==> config.mk <==
export PLATFORM = sky130hd
export DESIGN_NAME = zone_alarm_scheduler
export DESIGN_NICKNAME = d
export VERILOG_FILES = /design/src/hdl/zas_pkg.sv /design/src/hdl/zone_alarm_scheduler.sv /design/src/hdl/zas_zone.sv
export SDC_FILE = /design/constraint.sdc
export NUM_CORES = 1
export LEC_CHECK = 0
export ABC_CLOCK_PERIOD_IN_PS = 4840
export BUFFER_PORTS_ARGS = -buffer_cell sky130_fd_sc_hd__buf_2
export CORE_ASPECT_RATIO = 2
export CORE_MARGIN = 10
export CORE_UTILIZATION = 55
export CTS_BUF_LIST = sky130_fd_sc_hd__clkbuf_16
export DETAILED_ROUTE_END_ITERATION = 10
export MAX_ROUTING_LAYER = met4
export PLACE_DENSITY = 0.78
export SYNTH_ARGS = -nofsm -noshare
export SYNTH_HDL_FRONTEND = slang
export SYNTH_SLANG_ARGS = --single-unit
==> constraint.sdc <==
create_clock -name i_clk -period 4.84 [get_ports i_clk]
set_input_delay 0.968 -clock i_clk [delete_from_list [all_inputs] [get_ports i_clk]]
set_output_delay 0.968 -clock i_clk [all_outputs]
set_load 0.02 [all_outputs]
==> src/hdl/zas_pkg.sv <==
// Shared types and constants for the zone alarm scheduler.
package zas_pkg;

    // Number of alarm zones (1 to 4)
    localparam int ZONE_COUNT = 4;
    // Zones that fit the fixed-width result vectors
    localparam int OUT_ZONES  = (ZONE_COUNT < 4) ? ZONE_COUNT : 4;

    localparam int TIME_W = 17;
    localparam logic [TIME_W-1:0] DAY_SECONDS = 17'd86400;

    // Command codes
    typedef enum logic [2:0] {
        CMD_TICK        = 3'd0,
        CMD_TRIGGER     = 3'd1,
        CMD_HUSH_ALL    = 3'd2,
        CMD_TOGGLE_ALL  = 3'd3,
        CMD_ENABLE_ALL  = 3'd4,
        CMD_DISABLE_ALL = 3'd5,
        CMD_SET_STATUS  = 3'd6,
        CMD_SET_WINDOW  = 3'd7
    } t_cmd;

    // Zone status codes
    typedef enum logic [1:0] {
        ST_DISABLED  = 2'd0,
        ST_ENABLED   = 2'd1,
        ST_TRIGGERED = 2'd2
    } t_status;

    // Input item
    typedef struct packed {
        t_cmd              cmd;
        logic [1:0]        zone;
        logic [1:0]        new_status;
        logic [TIME_W-1:0] win_open;
        logic [TIME_W-1:0] win_close;
        logic [TIME_W-1:0] time_seconds;
        logic              flash_phase;
    } t_in_item;

    // Result item
    typedef struct packed {
        logic [7:0]        status_vector;
        logic [3:0]        led_vector;
        logic [TIME_W-1:0] time_of_day;
        logic [3:0]        window_set_vector;
    } t_out_item;

    // Per-zone command control from the top level
    typedef struct packed {
        logic              fire;
        t_cmd              cmd;
        logic              sel;
        logic [1:0]        new_status;
        logic [TIME_W-1:0] win_open;
        logic [TIME_W-1:0] win_close;
        logic [TIME_W-1:0] tod;
        logic              all_enabled;
    } t_zone_ctl;

endpackage

==> src/hdl/zone_alarm_scheduler.sv <==
// Top level of the zone alarm scheduler: input register, zone array, result register.
//
// Usage:
//   Input channel i_in_valid / o_in_stall carries one command (t_in_item) per
//   transfer; output channel o_out_valid / i_out_stall returns exactly one
//   result (t_out_item) per command, in order.
//   A command lands in the input register, is applied to all zones in
//   parallel when it moves on, and its result is written to the output
//   register at the end of that cycle, where o_out_valid rises with it.
//   Throughput is one command per cycle while the receiver does not stall;
//   a new command is taken while the previous result waits in the output
//   register.
//   When the receiver stalls, the result holds in the output register and
//   the next command holds in the input register; o_in_stall rises only
//   when both are full.
//   Reset (i_rst_n low, synchronous) sets every zone enabled, clears all
//   windows and window-set flags, clears the stored time and empties both
//   registers. No clearing pass is needed.
module zone_alarm_scheduler (
    input  logic               i_clk,
    input  logic               i_rst_n,
    input  logic               i_in_valid,
    output logic               o_in_stall,
    input  zas_pkg::t_in_item  i_in,
    output logic               o_out_valid,
    input  logic               i_out_stall,
    output zas_pkg::t_out_item o_out
);

    logic                       r_in_valid;
    zas_pkg::t_in_item          r_in;
    logic                       r_out_valid;
    logic                       n_out_valid;
    zas_pkg::t_out_item         r_out;
    zas_pkg::t_out_item         n_out;
    logic [zas_pkg::TIME_W-1:0] r_last_time;
    logic [zas_pkg::TIME_W-1:0] w_wrapped;
    logic [zas_pkg::TIME_W-1:0] w_tod;
    logic                       w_advance;
    logic                       w_accept;
    logic                       w_all_enabled;
    zas_pkg::t_zone_ctl         w_ctl        [zas_pkg::ZONE_COUNT];
    zas_pkg::t_status           w_status     [zas_pkg::ZONE_COUNT];
    zas_pkg::t_status           w_status_nxt [zas_pkg::ZONE_COUNT];
    logic                       w_set_nxt    [zas_pkg::ZONE_COUNT];

    // Handshake: the held command moves on when the result slot is free
    assign w_advance  = r_in_valid && (!r_out_valid || !i_out_stall);
    assign o_in_stall = r_in_valid && !w_advance;
    assign w_accept   = i_in_valid && !o_in_stall;

    // Input register
    always_ff @(posedge i_clk) begin
        if (!i_rst_n) begin
            r_in_valid <= 1'b0;
        end else if (w_accept) begin
            r_in_valid <= 1'b1;
        end else if (w_advance) begin
            r_in_valid <= 1'b0;
        end
    end

    always_ff @(posedge i_clk) begin
        if (w_accept) begin
            r_in <= i_in;
        end
    end

    // Time of day: raw value stays below twice a day, so one subtract wraps it
    assign w_wrapped = (r_in.time_seconds >= zas_pkg::DAY_SECONDS)
                     ? r_in.time_seconds - zas_pkg::DAY_SECONDS
                     : r_in.time_seconds;
    assign w_tod     = (r_in.cmd == zas_pkg::CMD_TICK) ? w_wrapped : r_last_time;

    always_ff @(posedge i_clk) begin
        if (!i_rst_n) begin
            r_last_time <= '0;
        end else if (w_advance) begin
            r_last_time <= w_tod;
        end
    end

    // Toggle needs to know whether every zone is enabled
    always_comb begin
        w_all_enabled = 1'b1;
        for (int k = 0; k < zas_pkg::ZONE_COUNT; k++) begin
            w_all_enabled = w_all_enabled && (w_status[k] == zas_pkg::ST_ENABLED);
        end
    end

    // Zone array
    for (genvar g = 0; g < zas_pkg::ZONE_COUNT; g++) begin : g_zone
        always_comb begin
            w_ctl[g].fire        = w_advance;
            w_ctl[g].cmd         = r_in.cmd;
            w_ctl[g].sel         = (int'(r_in.zone) == g);
            w_ctl[g].new_status  = r_in.new_status;
            w_ctl[g].win_open    = r_in.win_open;
            w_ctl[g].win_close   = r_in.win_close;
            w_ctl[g].tod         = w_tod;
            w_ctl[g].all_enabled = w_all_enabled;
        end

        zas_zone u_zone (
            .i_clk             (i_clk),
            .i_rst_n           (i_rst_n),
            .i_ctl             (w_ctl[g]),
            .o_status          (w_status[g]),
            .o_status_next     (w_status_nxt[g]),
            .o_window_set_next (w_set_nxt[g])
        );
    end

    // Result packing from the post-command zone state
    always_comb begin
        n_out = '0;
        n_out.time_of_day = w_tod;
        for (int k = 0; k < zas_pkg::OUT_ZONES; k++) begin
            n_out.status_vector[2*k +: 2] = w_status_nxt[k];
            n_out.window_set_vector[k]    = w_set_nxt[k];
            if (w_status_nxt[k] == zas_pkg::ST_TRIGGERED) begin
                n_out.led_vector[k] = r_in.flash_phase;
            end else begin
                n_out.led_vector[k] = (w_status_nxt[k] == zas_pkg::ST_ENABLED);
            end
        end
    end

    // Result register
    always_comb begin
        if (w_advance) begin
            n_out_valid = 1'b1;
        end else if (!i_out_stall) begin
            n_out_valid = 1'b0;
        end else begin
            n_out_valid = r_out_valid;
        end
    end

    always_ff @(posedge i_clk) begin
        if (!i_rst_n) begin
            r_out_valid <= 1'b0;
        end else begin
            r_out_valid <= n_out_valid;
        end
    end

    always_ff @(posedge i_clk) begin
        if (w_advance) begin
            r_out <= n_out;
        end
    end

    assign o_out_valid = r_out_valid;
    assign o_out       = r_out;

    // Stored time is always wrapped into one day
    a_time_wrapped: assert property (@(posedge i_clk) disable iff (!i_rst_n)
        r_last_time < zas_pkg::DAY_SECONDS)
        else $error("stored time not wrapped");

    // A moved command always produces a valid result next cycle
    a_result_follows: assert property (@(posedge i_clk) disable iff (!i_rst_n)
        w_advance |=> r_out_valid)
        else $error("result missing after command moved");

    // Input stall only when a command is held and the result slot is busy
    a_stall_cause: assert property (@(posedge i_clk) disable iff (!i_rst_n)
        o_in_stall |-> (r_in_valid && r_out_valid && i_out_stall))
        else $error("spurious input stall");

    // A held command is not dropped while stalled
    a_hold_cmd: assert property (@(posedge i_clk) disable iff (!i_rst_n)
        (r_in_valid && !w_advance) |=> r_in_valid)
        else $error("held command lost");

    // Zone 0's status code in the result never carries the unused code
    a_no_code3: assert property (@(posedge i_clk) disable iff (!i_rst_n)
        r_out_valid |-> (r_out.status_vector[1:0] != 2'b11))
        else $error("invalid status code in result");

endmodule

==> src/hdl/zas_zone.sv <==
// One alarm zone: status, daily window and window-set flag with update logic.
module zas_zone (
    input  logic                        i_clk,
    input  logic                        i_rst_n,
    input  zas_pkg::t_zone_ctl          i_ctl,
    output zas_pkg::t_status            o_status,
    output zas_pkg::t_status            o_status_next,
    output logic                        o_window_set_next
);

    zas_pkg::t_status                   r_status;
    zas_pkg::t_status                   n_status;
    logic [zas_pkg::TIME_W-1:0]         r_win_start;
    logic [zas_pkg::TIME_W-1:0]         r_win_end;
    logic                               r_win_set;
    logic                               n_win_set;
    logic                               w_sched;
    logic                               w_inside;

    // Window match; start above end wraps past midnight
    always_comb begin
        w_sched = (r_win_start != r_win_end);
        if (r_win_start > r_win_end) begin
            w_inside = (i_ctl.tod >= r_win_start) || (i_ctl.tod < r_win_end);
        end else begin
            w_inside = (i_ctl.tod >= r_win_start) && (i_ctl.tod < r_win_end);
        end
    end

    // Next status for the current command
    always_comb begin
        n_status = r_status;
        unique case (i_ctl.cmd)
            zas_pkg::CMD_TICK: begin
                if (r_status != zas_pkg::ST_TRIGGERED && w_sched) begin
                    n_status = w_inside ? zas_pkg::ST_ENABLED : zas_pkg::ST_DISABLED;
                end
            end
            zas_pkg::CMD_TRIGGER: begin
                if (i_ctl.sel && r_status == zas_pkg::ST_ENABLED) begin
                    n_status = zas_pkg::ST_TRIGGERED;
                end
            end
            zas_pkg::CMD_HUSH_ALL: begin
                if (r_status == zas_pkg::ST_TRIGGERED) begin
                    n_status = zas_pkg::ST_ENABLED;
                end
            end
            zas_pkg::CMD_TOGGLE_ALL: begin
                n_status = i_ctl.all_enabled ? zas_pkg::ST_DISABLED : zas_pkg::ST_ENABLED;
            end
            zas_pkg::CMD_ENABLE_ALL:  n_status = zas_pkg::ST_ENABLED;
            zas_pkg::CMD_DISABLE_ALL: n_status = zas_pkg::ST_DISABLED;
            zas_pkg::CMD_SET_STATUS: begin
                // status code three is ignored
                if (i_ctl.sel && i_ctl.new_status <= 2'(zas_pkg::ST_TRIGGERED)) begin
                    n_status = zas_pkg::t_status'(i_ctl.new_status);
                end
            end
            zas_pkg::CMD_SET_WINDOW: n_status = r_status;
            default:                 n_status = r_status;
        endcase
    end

    assign n_win_set = r_win_set
                     | (i_ctl.sel && i_ctl.cmd == zas_pkg::CMD_SET_WINDOW);

    // Zone state registers
    always_ff @(posedge i_clk) begin
        if (!i_rst_n) begin
            r_status    <= zas_pkg::ST_ENABLED;
            r_win_start <= '0;
            r_win_end   <= '0;
            r_win_set   <= 1'b0;
        end else if (i_ctl.fire) begin
            r_status  <= n_status;
            r_win_set <= n_win_set;
            if (i_ctl.sel && i_ctl.cmd == zas_pkg::CMD_SET_WINDOW) begin
                r_win_start <= i_ctl.win_open;
                r_win_end   <= i_ctl.win_close;
            end
        end
    end

    assign o_status          = r_status;
    assign o_status_next     = n_status;
    assign o_window_set_next = n_win_set;

endmodule
# Yosys cells after proc, flatten, opt, wreduce, memory -nomap -nowiden

Index checks and enable logic that the tools add are counted.

Reductions and logical operators: 42
Equality and inequality tests: 35
Bitwise logic cells: 4
Mux-type cells: 39
Magnitude comparators: 14
Add/sub/neg operators: 1

Operator list:

| kind                   | number |
|---|---|
| $ge 17x17->1           | 4 |
| $gt 17x17->1           | 4 |
| $lt 17x17->1           | 4 |
| $ne 17x17->1           | 4 |
| $pmux 2 s8             | 4 |
| $mux 17                | 2 |
| $mux 2                 | 16 |
| $logic_and 1x1->1      | 26 |
| $eq 2x2->1 const B     | 10 |
| $eq 2x1->1 const B     | 9 |
| $ge 17x17->1 const B   | 1 |
| $mux 1                 | 17 |
| $sub 17x17->17 const B | 1 |
| $eq 3x3->1 const B     | 4 |
| $ne 2x2->1 const B     | 4 |
| $reduce_and 2->1       | 4 |
| $eq 3x2->1 const B     | 2 |
| $logic_or 1x1->1       | 5 |
| $logic_not 1->1        | 4 |
| $or 1x1->1             | 4 |
| $eq 3x1->1 const B     | 1 |
| $logic_not 3->1        | 1 |
| $le 2x2->1 const B     | 1 |
| $logic_not 2->1        | 1 |
| other kinds (2)        | 2 |

Output and inout bits: 35
Input bits: 63
Register bits after elaboration: 259

# Longest topological paths before layout

Gate-level depths: netlist of run 1.

Depth after elaboration: 11
Gate-level depth with buffers: 17

# Cells and area by module

A second synthesis of run 1 with hierarchy kept.

Cells, all modules: 1678
Area, all modules: 15262.1 µm²

By module, submodules not included:

| module                           | sequential area each (µm²) | area each (µm²) | times used | cells an instance |
|---|---|---|---|---|
| zas_zone at g_zone[0].u_zone ... | 740.7                      | 2765.2          | 3          | 347 |
| zone_alarm_scheduler             | 3143.0                     | 4216.5          | 1          | 288 |
| zas_zone at g_zone[1].u_zone     | 740.7                      | 2750.1          | 1          | 349 |

# Worst setup path before layout of run 1

Ideal clock, no wire load.

Path type: register -> register
Start point: reg r_in[8] (netlist name)
End point: reg r_out (netlist bit o_out[24]), data pin
Cell stages (with the launch flop): 17
Arrival: 4329 ps
Period minus slack after synthesis: 4590 ps
Path slack: 250 ps
Buffers on the path: 0
Path through: edfxtp_1 ha_1 or4_1 a31oi_1 nor3_1 o21ai_2 nor3b_1 xnor2_1 o21ai_0 ha_1 a211o_1 a211oi_1 o21ai_0 a2111oi_0 a2111oi_1 o21bai_1 o21ai_0

RTL lines:

| element                | line                        | RTL |
|---|---|---|
| start, declared        | zone_alarm_scheduler.sv:31  | `zas_pkg::t_in_item r_in;` |
| start signal, assigned | zone_alarm_scheduler.sv:65  | `r_in <= i_in;` |
| end signal, assigned   | zone_alarm_scheduler.sv:150 | `r_out <= n_out;` |
| end, declared          | zone_alarm_scheduler.sv:34  | `zas_pkg::t_out_item r_out;` |

==> results of run 1 <==
==> layer usage <==
| layer | wire length [um] | part of all wire | up-vias |
|---|---|---|---|
| met5 | 0 | 0 | - |
| met3 | 1680 | 0.036 | 152 |
| li1 | - | - | 5946 |
| met4 | 3710 | 0.079 | 0 |
| met2 | 25600 | 0.55 | 369 |
| met1 | 15900 | 0.34 | 5913 |
==> repair_timing <==
item	CTS	global route
resized for setup	0	9
setup buffers	0	4
setup endpoints to repair	0	11
==> worst max path at each step <==
| stage | slack, ns | depth (start not counted) | to |
|---|---|---|---|
| finish | 0.19 | 20 | o_out[21]$_DFFE_PP_ |
| global route | -0.05 | 20 | o_out[21]$_DFFE_PP_ |
| CTS | 0.007 | 19 | o_out[24]$_DFFE_PP_ |
| detailed placement | 0.05 | 19 | o_out[24]$_DFFE_PP_ |
| global placement | 0.03 | 19 | o_out[24]$_DFFE_PP_ |
| floorplan | 0.25 | 16 | o_out[24]$_DFFE_PP_ |
==> critical path, stage by stage (launching register included) <==
cell and delay, ns:
edfxtp_1 0.40, ha_1 0.24, or4_1 0.55, a31oi_1 0.17, nor3_1 0.09, o21ai_2 0.20
buf_4 0.18, a21oi_1 0.05, xnor2_1 0.29, o21ai_1 0.12, buf_4 0.22, ha_1 0.32
a21oi_2 0.20, nor2_1 0.07, a211o_1 0.28, a311o_1 0.30, o22ai_1 0.13, a211oi_1 0.09
buf_4 0.16, o21a_1 0.19, mux2i_1 0.12
==> through the flow <==
| step | total power [mW] | area [sq um] |
|---|---|---|
| 6_report | 4.96 | 16200 |
| 5_1_grt | 5.14 | 16200 |
| 4_1_cts | 4.96 | 16200 |
| 3_5_place_dp | 3.12 | 15400 |
| 3_3_place_gp | 3.11 | 15400 |
| 2_1_floorplan | 2.84 | 14400 |
==> power by group through the flow <==
stage	clock (mW)	combinational, mW	sequential [mW]
after floorplan	0	0.415	2.42
after CTS	1.89	0.684	2.39
final	1.87	0.698	2.39
after detailed placement	0	0.680	2.44
after global routing	1.98	0.765	2.40
after global placement	0	0.670	2.44
==> registers in the layout, indices dropped and copies added (netlist names) <==
signal and count:
o_out_valid 1, g_zone.u_zone.r_win_start 68, r_in_valid 1, r_last_time 17, g_zone.u_zone.r_win_end 68, r_in 59
g_zone.u_zone.o_status 8, o_out 33, g_zone.u_zone.r_win_set 4
==> layout make-up <==
| class | count | area, sq um | share of cell area |
|---|---|---|---|
| clock buffers | 26 | 651 | 0.0402 |
| well taps | 340 | 425 | 0.0263 |
| multi-input cells | 1179 | 7520 | 0.464 |
| clock inverters | 18 | 109 | 0.00672 |
| inverters | 152 | 573 | 0.0354 |
| repair buffers | 139 | 813 | 0.0502 |
| flip-flops and latches | 259 | 6110 | 0.377 |
==> cells by family (layout without fill, tap and decap cells) <==
logic type / Yosys count / after routing
xor gates and xnor gates: 8 / 8
muxes: 6 / 6
adders and majority gates: 201 / 201
AOI/OAI and AO/OA: 397 / 397
DFF: 259 / 259
and+or+nand+nor: 567 / 567
buffers and inverters: 215 / 335
==> placed cells by master, fill, tap and decap left out, types with 3 or more instances in the layout <==
master,instances
nor2_2,4
o31ai_1,5
and3_1,4
o22ai_1,5
clkbuf_16,26
dfxtp_1,167
o211ai_1,7
o2111ai_1,3
nand3_1,16
o221ai_1,6
a211oi_2,3
inv_1,155
xnor2_1,7
clkinv_2,4
ha_1,201
a211oi_1,22
nand2_1,364
nor2_1,80
nand3b_1,3
a211o_1,3
o21bai_1,4
buf_2,97
o21ai_0,39
nor4_1,5
a221o_1,3
nor3_1,21
edfxtp_1,92
o21ai_1,4
a21oi_1,222
a21o_1,36
and4_1,8
clkinv_1,5
nand2b_1,4
nor2b_1,12
mux2i_1,5
o21a_1,5
nand4_1,29
buf_4,41
==> metrics.txt, run 1 <==
outcome=complete, no violations; P_int=3.61 mW; gr usage total=0.285; layout cells sized above 1=0.112; synthesized flop and latch total=259; Worst R2R Setup Slack=0.19 ns; clock skew=0.0133 ns; ys async rst share=0; CP Launch Type=register; met1 GRT Util=0.269; # rows=83; vias after detailed routing=12400; Syn Inst Count=1653; total global routing overflow=0; Mapped Nets=1917; Antenna Cells=0; initial drt markers=828; Slew HR=0.312; Die Area=33500 sq um; final setup margin=0.194 ns; critical path fanouts, max=9; Mapped Avg Cell Area=8.73 sq um; min cycle time layout=4.65 ns; Initial Utilization=0.560; most frequent cell after synthesis=nand2_1; GP Congestion=1.01; Non-Filler Instances=2113; Switching Fraction=0.271; H-tree Lvls=1; antenna viol nets, final=0; Comb pwr share=0.141; Register-to-Register Path Depth=20; largest area contributor in the netlist=dfxtp_1; unique cell type count in the Yosys netlist=72; I/O pins=98; gr busiest metal=met2; vias in the first global route=12500; count of final hold-check violations=0; Worst R2R Start=r_in[8]$_DFFE_PP_; Vias/cell=5.86; CTS tree=yes; Psw=1.34 mW; Worst Setup End Kind=register; fin crit share=0.960; TritonCTS Buffers=24; cts-stage hold buffer count=0; setup TNS=0 ns; Detailed Route WL=46800 um; Worst setup startpoint=r_in[8]$_DFFE_PP_; I/O Buffers=97; Post-Syn Area=14400 sq um; fraction of synthesized area in multiplexers=0.00503; hold path startpoint=g_zone[2].u_zone.r_win_end[7]$_SDFFE_PN0P_; drt pass-1 iters=7; worst setup path category=register to register; Worst Tran Pin Value=1.03 ns; root buf cell=clkbuf_16; yosys warns=0; setup violators final=0; synth top area cells=dfxtp_1 23%, edfxtp_1 19%, ha_1 17%, nand2_1 9.5%, a21oi_1 7.7%; synth cell count leaders=364 x nand2_1, 223 x a21oi_1, 201 x ha_1; Clock transition at path regs=0.07 ns; max_cap viols=0; adder-cell share of the synthesized area=0.174; WHS=0.454 ns; filler cell count=2270; Core Util, Final=0.629; height of the die=249 um; main combinational cell family by area after synthesis=adder cells; fmax=0.215 GHz; first-pass GRT wire length=71600 um; Global Route met3 Usage=0.0260; share of power burned in registers=0.483; clk sinks=259; clk_lat worst skew=0.55 ns; # placed instances=2065; Hold Path Class=register to register; synth-to-layout area growth=12.3%; Final #Nets=2019; core area=25800 sq um; drt wl/cell=22.2 um; number of synthesized flops with an enable pin=92; sequential area share after synthesis=0.423; CP Data Required Time=5.11 ns; Post-Synth Simple-Gate Area=0.170; Clock Path Buffers=3; max-slew violation count=0; Compound-Gate Fraction of Synth Area=0.165; drc violations=0; WP data arrival=4.91 ns; initial antenna violation count=0; Top FF cell, synth=dfxtp_1; XOR/XNOR share of the synthesized area=0.00486; met2 usage=0.524; die width=135 um; pin count of the biggest net entering global routing=85; power density cells=306 nW/um^2; post-synth top area share=0.232; LEAKAGE=6.44 nW; post-place setup slack=0.0521 ns; Clk pwr share=0.377; r2r endpoint=o_out[21]$_DFFE_PP_; maximum vdd ir drop=0.342 mV; hold endpoint=g_zone[2].u_zone.r_win_end[7]$_SDFFE_PN0P_; Worst Hold Path Cells=2; DP HPWL=36300 um
No activity file was read; power rests on OpenSTA's default activity.
==> inputs of run 2 (changes only) <==
CTS_BUF_LIST = sky130_fd_sc_hd__clkbuf_4 sky130_fd_sc_hd__clkbuf_8 sky130_fd_sc_hd__clkbuf_16   (was sky130_fd_sc_hd__clkbuf_16)
SETUP_SLACK_MARGIN = 0.1   (was unset)
==> run 2 against run 1 <==
Non-clock buffer count is 3 higher. Count of clock-buffer cells in the layout is 10 higher. Sequential power hardly changed. First-iteration DRC count is 11% higher. Maximum frequency is 1.6% higher. Cell count is 0.14% higher. Sequential cell count stayed put. Global-route usage hardly changed. Worst setup slack better by 0.074 ns. Combinational power is 2% higher.
==> metrics.txt, run 2 (same netlist as run 1, synthesis figures left out) <==
setup violators final=0 (unchanged); Clock transition at path regs=0.06 ns (was 0.07 ns); maximum vdd ir drop=0.347 mV (was 0.342 mV); # placed instances=2065 (unchanged); Antenna Cells=0 (unchanged); top flop regs=g_zone.u_zone.r_win_end (68), g_zone.u_zone.r_win_start (68), r_in (59) (unchanged); I/O Buffers=97 (unchanged); first-pass GRT wire length=71600 um (about the same); die width=135 um (unchanged); total global routing overflow=0 (unchanged); cts-stage hold buffer count=0 (unchanged); gr usage total=0.285 (about the same); min cycle time layout=4.57 ns (was 4.65 ns); Worst Setup End Kind=register (unchanged); Die Area=33500 sq um (unchanged); DP HPWL=36300 um (unchanged); fmax=0.219 GHz (was 0.215 GHz); clock skew=0.0143 ns (was 0.0133 ns); initial drt markers=918 (was 828); critical path fanouts, max=9 (unchanged); commonest cells after routing, fill and taps aside=364 x nand2_1, 221 x a21oi_1, 200 x ha_1, 167 x dfxtp_1, 149 x inv_1 (was 364 x nand2_1, 222 x a21oi_1, 201 x ha_1, 167 x dfxtp_1, 155 x inv_1); max-slew violation count=0 (unchanged); Worst R2R Setup Slack=0.27 ns (was 0.19 ns); Non-Filler Instances=2116 (was 2113); multi-input combinational cell area=7560 sq um (was 7520 sq um); Vias/cell=5.89 (was 5.86); drc violations=0 (unchanged); core area=25800 sq um (unchanged); TritonCTS Buffers=24 (unchanged); end of the critical path=o_out[21]$_DFFE_PP_ (unchanged); worst setup path category=register to register (unchanged); vias after detailed routing=12500 (was 12400); clk_lat worst skew=0.54 ns (was 0.55 ns); CP Data Required Time=5.10 ns (was 5.11 ns); Initial Utilization=0.560 (unchanged); synth-to-layout area growth=13.2% (was 12.3%); post-place setup slack=0.0521 ns (unchanged); filler cell count=2258 (was 2270); count of final hold-check violations=0 (unchanged); power density cells=311 nW/um^2 (was 306 nW/um^2); r2r endpoint=o_out[21]$_DFFE_PP_ (unchanged); setup TNS=0 ns (unchanged); layout cells sized above 1=0.122 (was 0.112); CTS tree=yes (unchanged); max_cap viols=0 (unchanged); outcome=complete, no violations (unchanged); LEAKAGE=6.48 nW (was 6.44 nW); I/O pins=98 (unchanged); fin crit share=0.945 (was 0.960); Final #Nets=2022 (was 2019); vias in the first global route=12500 (about the same); pin count of the biggest net entering global routing=85 (unchanged); WP data arrival=4.83 ns (was 4.91 ns); drt pass-1 iters=6 (was 7); root buf cell=clkbuf_16 (unchanged); initial antenna violation count=0 (unchanged); Hold Path Class=register to register (unchanged); Sequential Area=6110 sq um (unchanged); CP Launch Type=register (unchanged); H-tree Lvls=1 (unchanged); Worst Tran Pin Value=1.02 ns (was 1.03 ns); Worst R2R Start=r_in[8]$_DFFE_PP_ (unchanged); drt wl/cell=22.2 um (about the same); Register-to-Register Path Depth=20 (unchanged); Detailed Route WL=47100 um (was 46800 um); height of the die=249 um (unchanged); Clock Path Buffers=3 (unchanged); final setup margin=0.268 ns (was 0.194 ns); GP Congestion=1.01 (unchanged); clk sinks=259 (unchanged); commonest non-fill, non-tap cell in the layout=nand2_1 (unchanged); unrepaired setup endpoints after global routing=true; Worst setup startpoint=r_in[8]$_DFFE_PP_ (unchanged); antenna viol nets, final=0 (unchanged); # rows=83 (unchanged); Slew HR=0.317 (was 0.312)
[run 2: cell count changes in the layout (fill, tap and decap cells not counted), sizes merged]
cell           change
clkinv             -3
inv                -7
clkbuf            +10
buf                +2
clkdlybuf4s15      +1
[run 2: power by group]
part / switching (mW) / total, mW / leakage (nW) / internal [mW]
clock network: 0.841 / 1.97 / 0.417 / 1.13
logic: 0.435 / 0.711 / 3.82 / 0.275
registers: 0.0679 / 2.39 / 2.24 / 2.32
[run 2: repair_timing]
action | in CTS | in global routing
pin swaps | 0 | 9
cloned | 0 | 1
buffers inserted | 0 | 6
endpoints found under the setup margin | 3 | 12
gates resized for setup | 2 | 18
[run 2: through the flow]
stage / cell area [sq um] / utilization / power, mW / hold WS, ns
floorplan: 14400 / - / 2.84 / 0.434
global placement: 15400 / 0.598 / 3.11 / 0.443
detailed placement: 15400 / 0.598 / 3.12 / 0.446
CTS: 16200 / 0.630 / 5.08 / 0.455
global route: 16300 / 0.634 / 5.26 / 0.473
finish: 16300 / 0.634 / 5.08 / 0.455
[run 2: critical path, cell delays in order, from the launching register on]
cell and delay, ns:
edfxtp_1 0.40, ha_2 0.22, or4_1 0.54, a31oi_1 0.17
nor3_1 0.09, o21ai_2 0.20, buf_6 0.15, a21oi_1 0.05
xnor2_1 0.30, o21ai_1 0.14, buf_6 0.19, ha_1 0.31
a21oi_2 0.20, nor2_1 0.07, a211o_1 0.28, a311o_1 0.29
o22ai_1 0.14, a211oi_1 0.09, buf_4 0.16, o21a_1 0.19
mux2i_1 0.12
[run 2: final cells by class]
type / count / share of cell area
Timing Repair Buffer: 142 / 0.0519
Sequential cell: 259 / 0.374
Inverter: 152 / 0.0351
Clock buffer: 36 / 0.0460
Tap cell: 340 / 0.0261
Clock inverter: 8 / 0.00437
Multi-Input combinational cell: 1179 / 0.463
[run 2: worst min-delay path by stage]
stage / from / endpoint / slack [ns] / cells after the start
after floorplan: g_zone[1].u_zone.r_win_set$_SDFFE_PN0P_ / g_zone[1].u_zone.r_win_set$_SDFFE_PN0P_ / 0.43 / 2
after global placement: g_zone[0].u_zone.r_win_end[16]$_SDFFE_PN0P_ / g_zone[0].u_zone.r_win_end[16]$_SDFFE_PN0P_ / 0.44 / 2
after detailed placement: g_zone[0].u_zone.r_win_end[12]$_SDFFE_PN0P_ / g_zone[0].u_zone.r_win_end[12]$_SDFFE_PN0P_ / 0.45 / 2
after CTS: g_zone[0].u_zone.r_win_end[12]$_SDFFE_PN0P_ / g_zone[0].u_zone.r_win_end[12]$_SDFFE_PN0P_ / 0.46 / 2
after global routing: g_zone[3].u_zone.r_win_end[14]$_SDFFE_PN0P_ / g_zone[3].u_zone.r_win_end[14]$_SDFFE_PN0P_ / 0.47 / 2
final: g_zone[2].u_zone.r_win_end[3]$_SDFFE_PN0P_ / g_zone[2].u_zone.r_win_end[3]$_SDFFE_PN0P_ / 0.45 / 2
[run 2: per-layer routing]
layer | share of wire | GRT usage | vias to the layer above
met4 | 0.081 | 0.198 | 0
li1 | - | - | 5963
met5 | 0 | - | -
met3 | 0.034 | 0.0246 | 156
met2 | 0.54 | 0.524 | 381
met1 | 0.34 | 0.270 | 5955
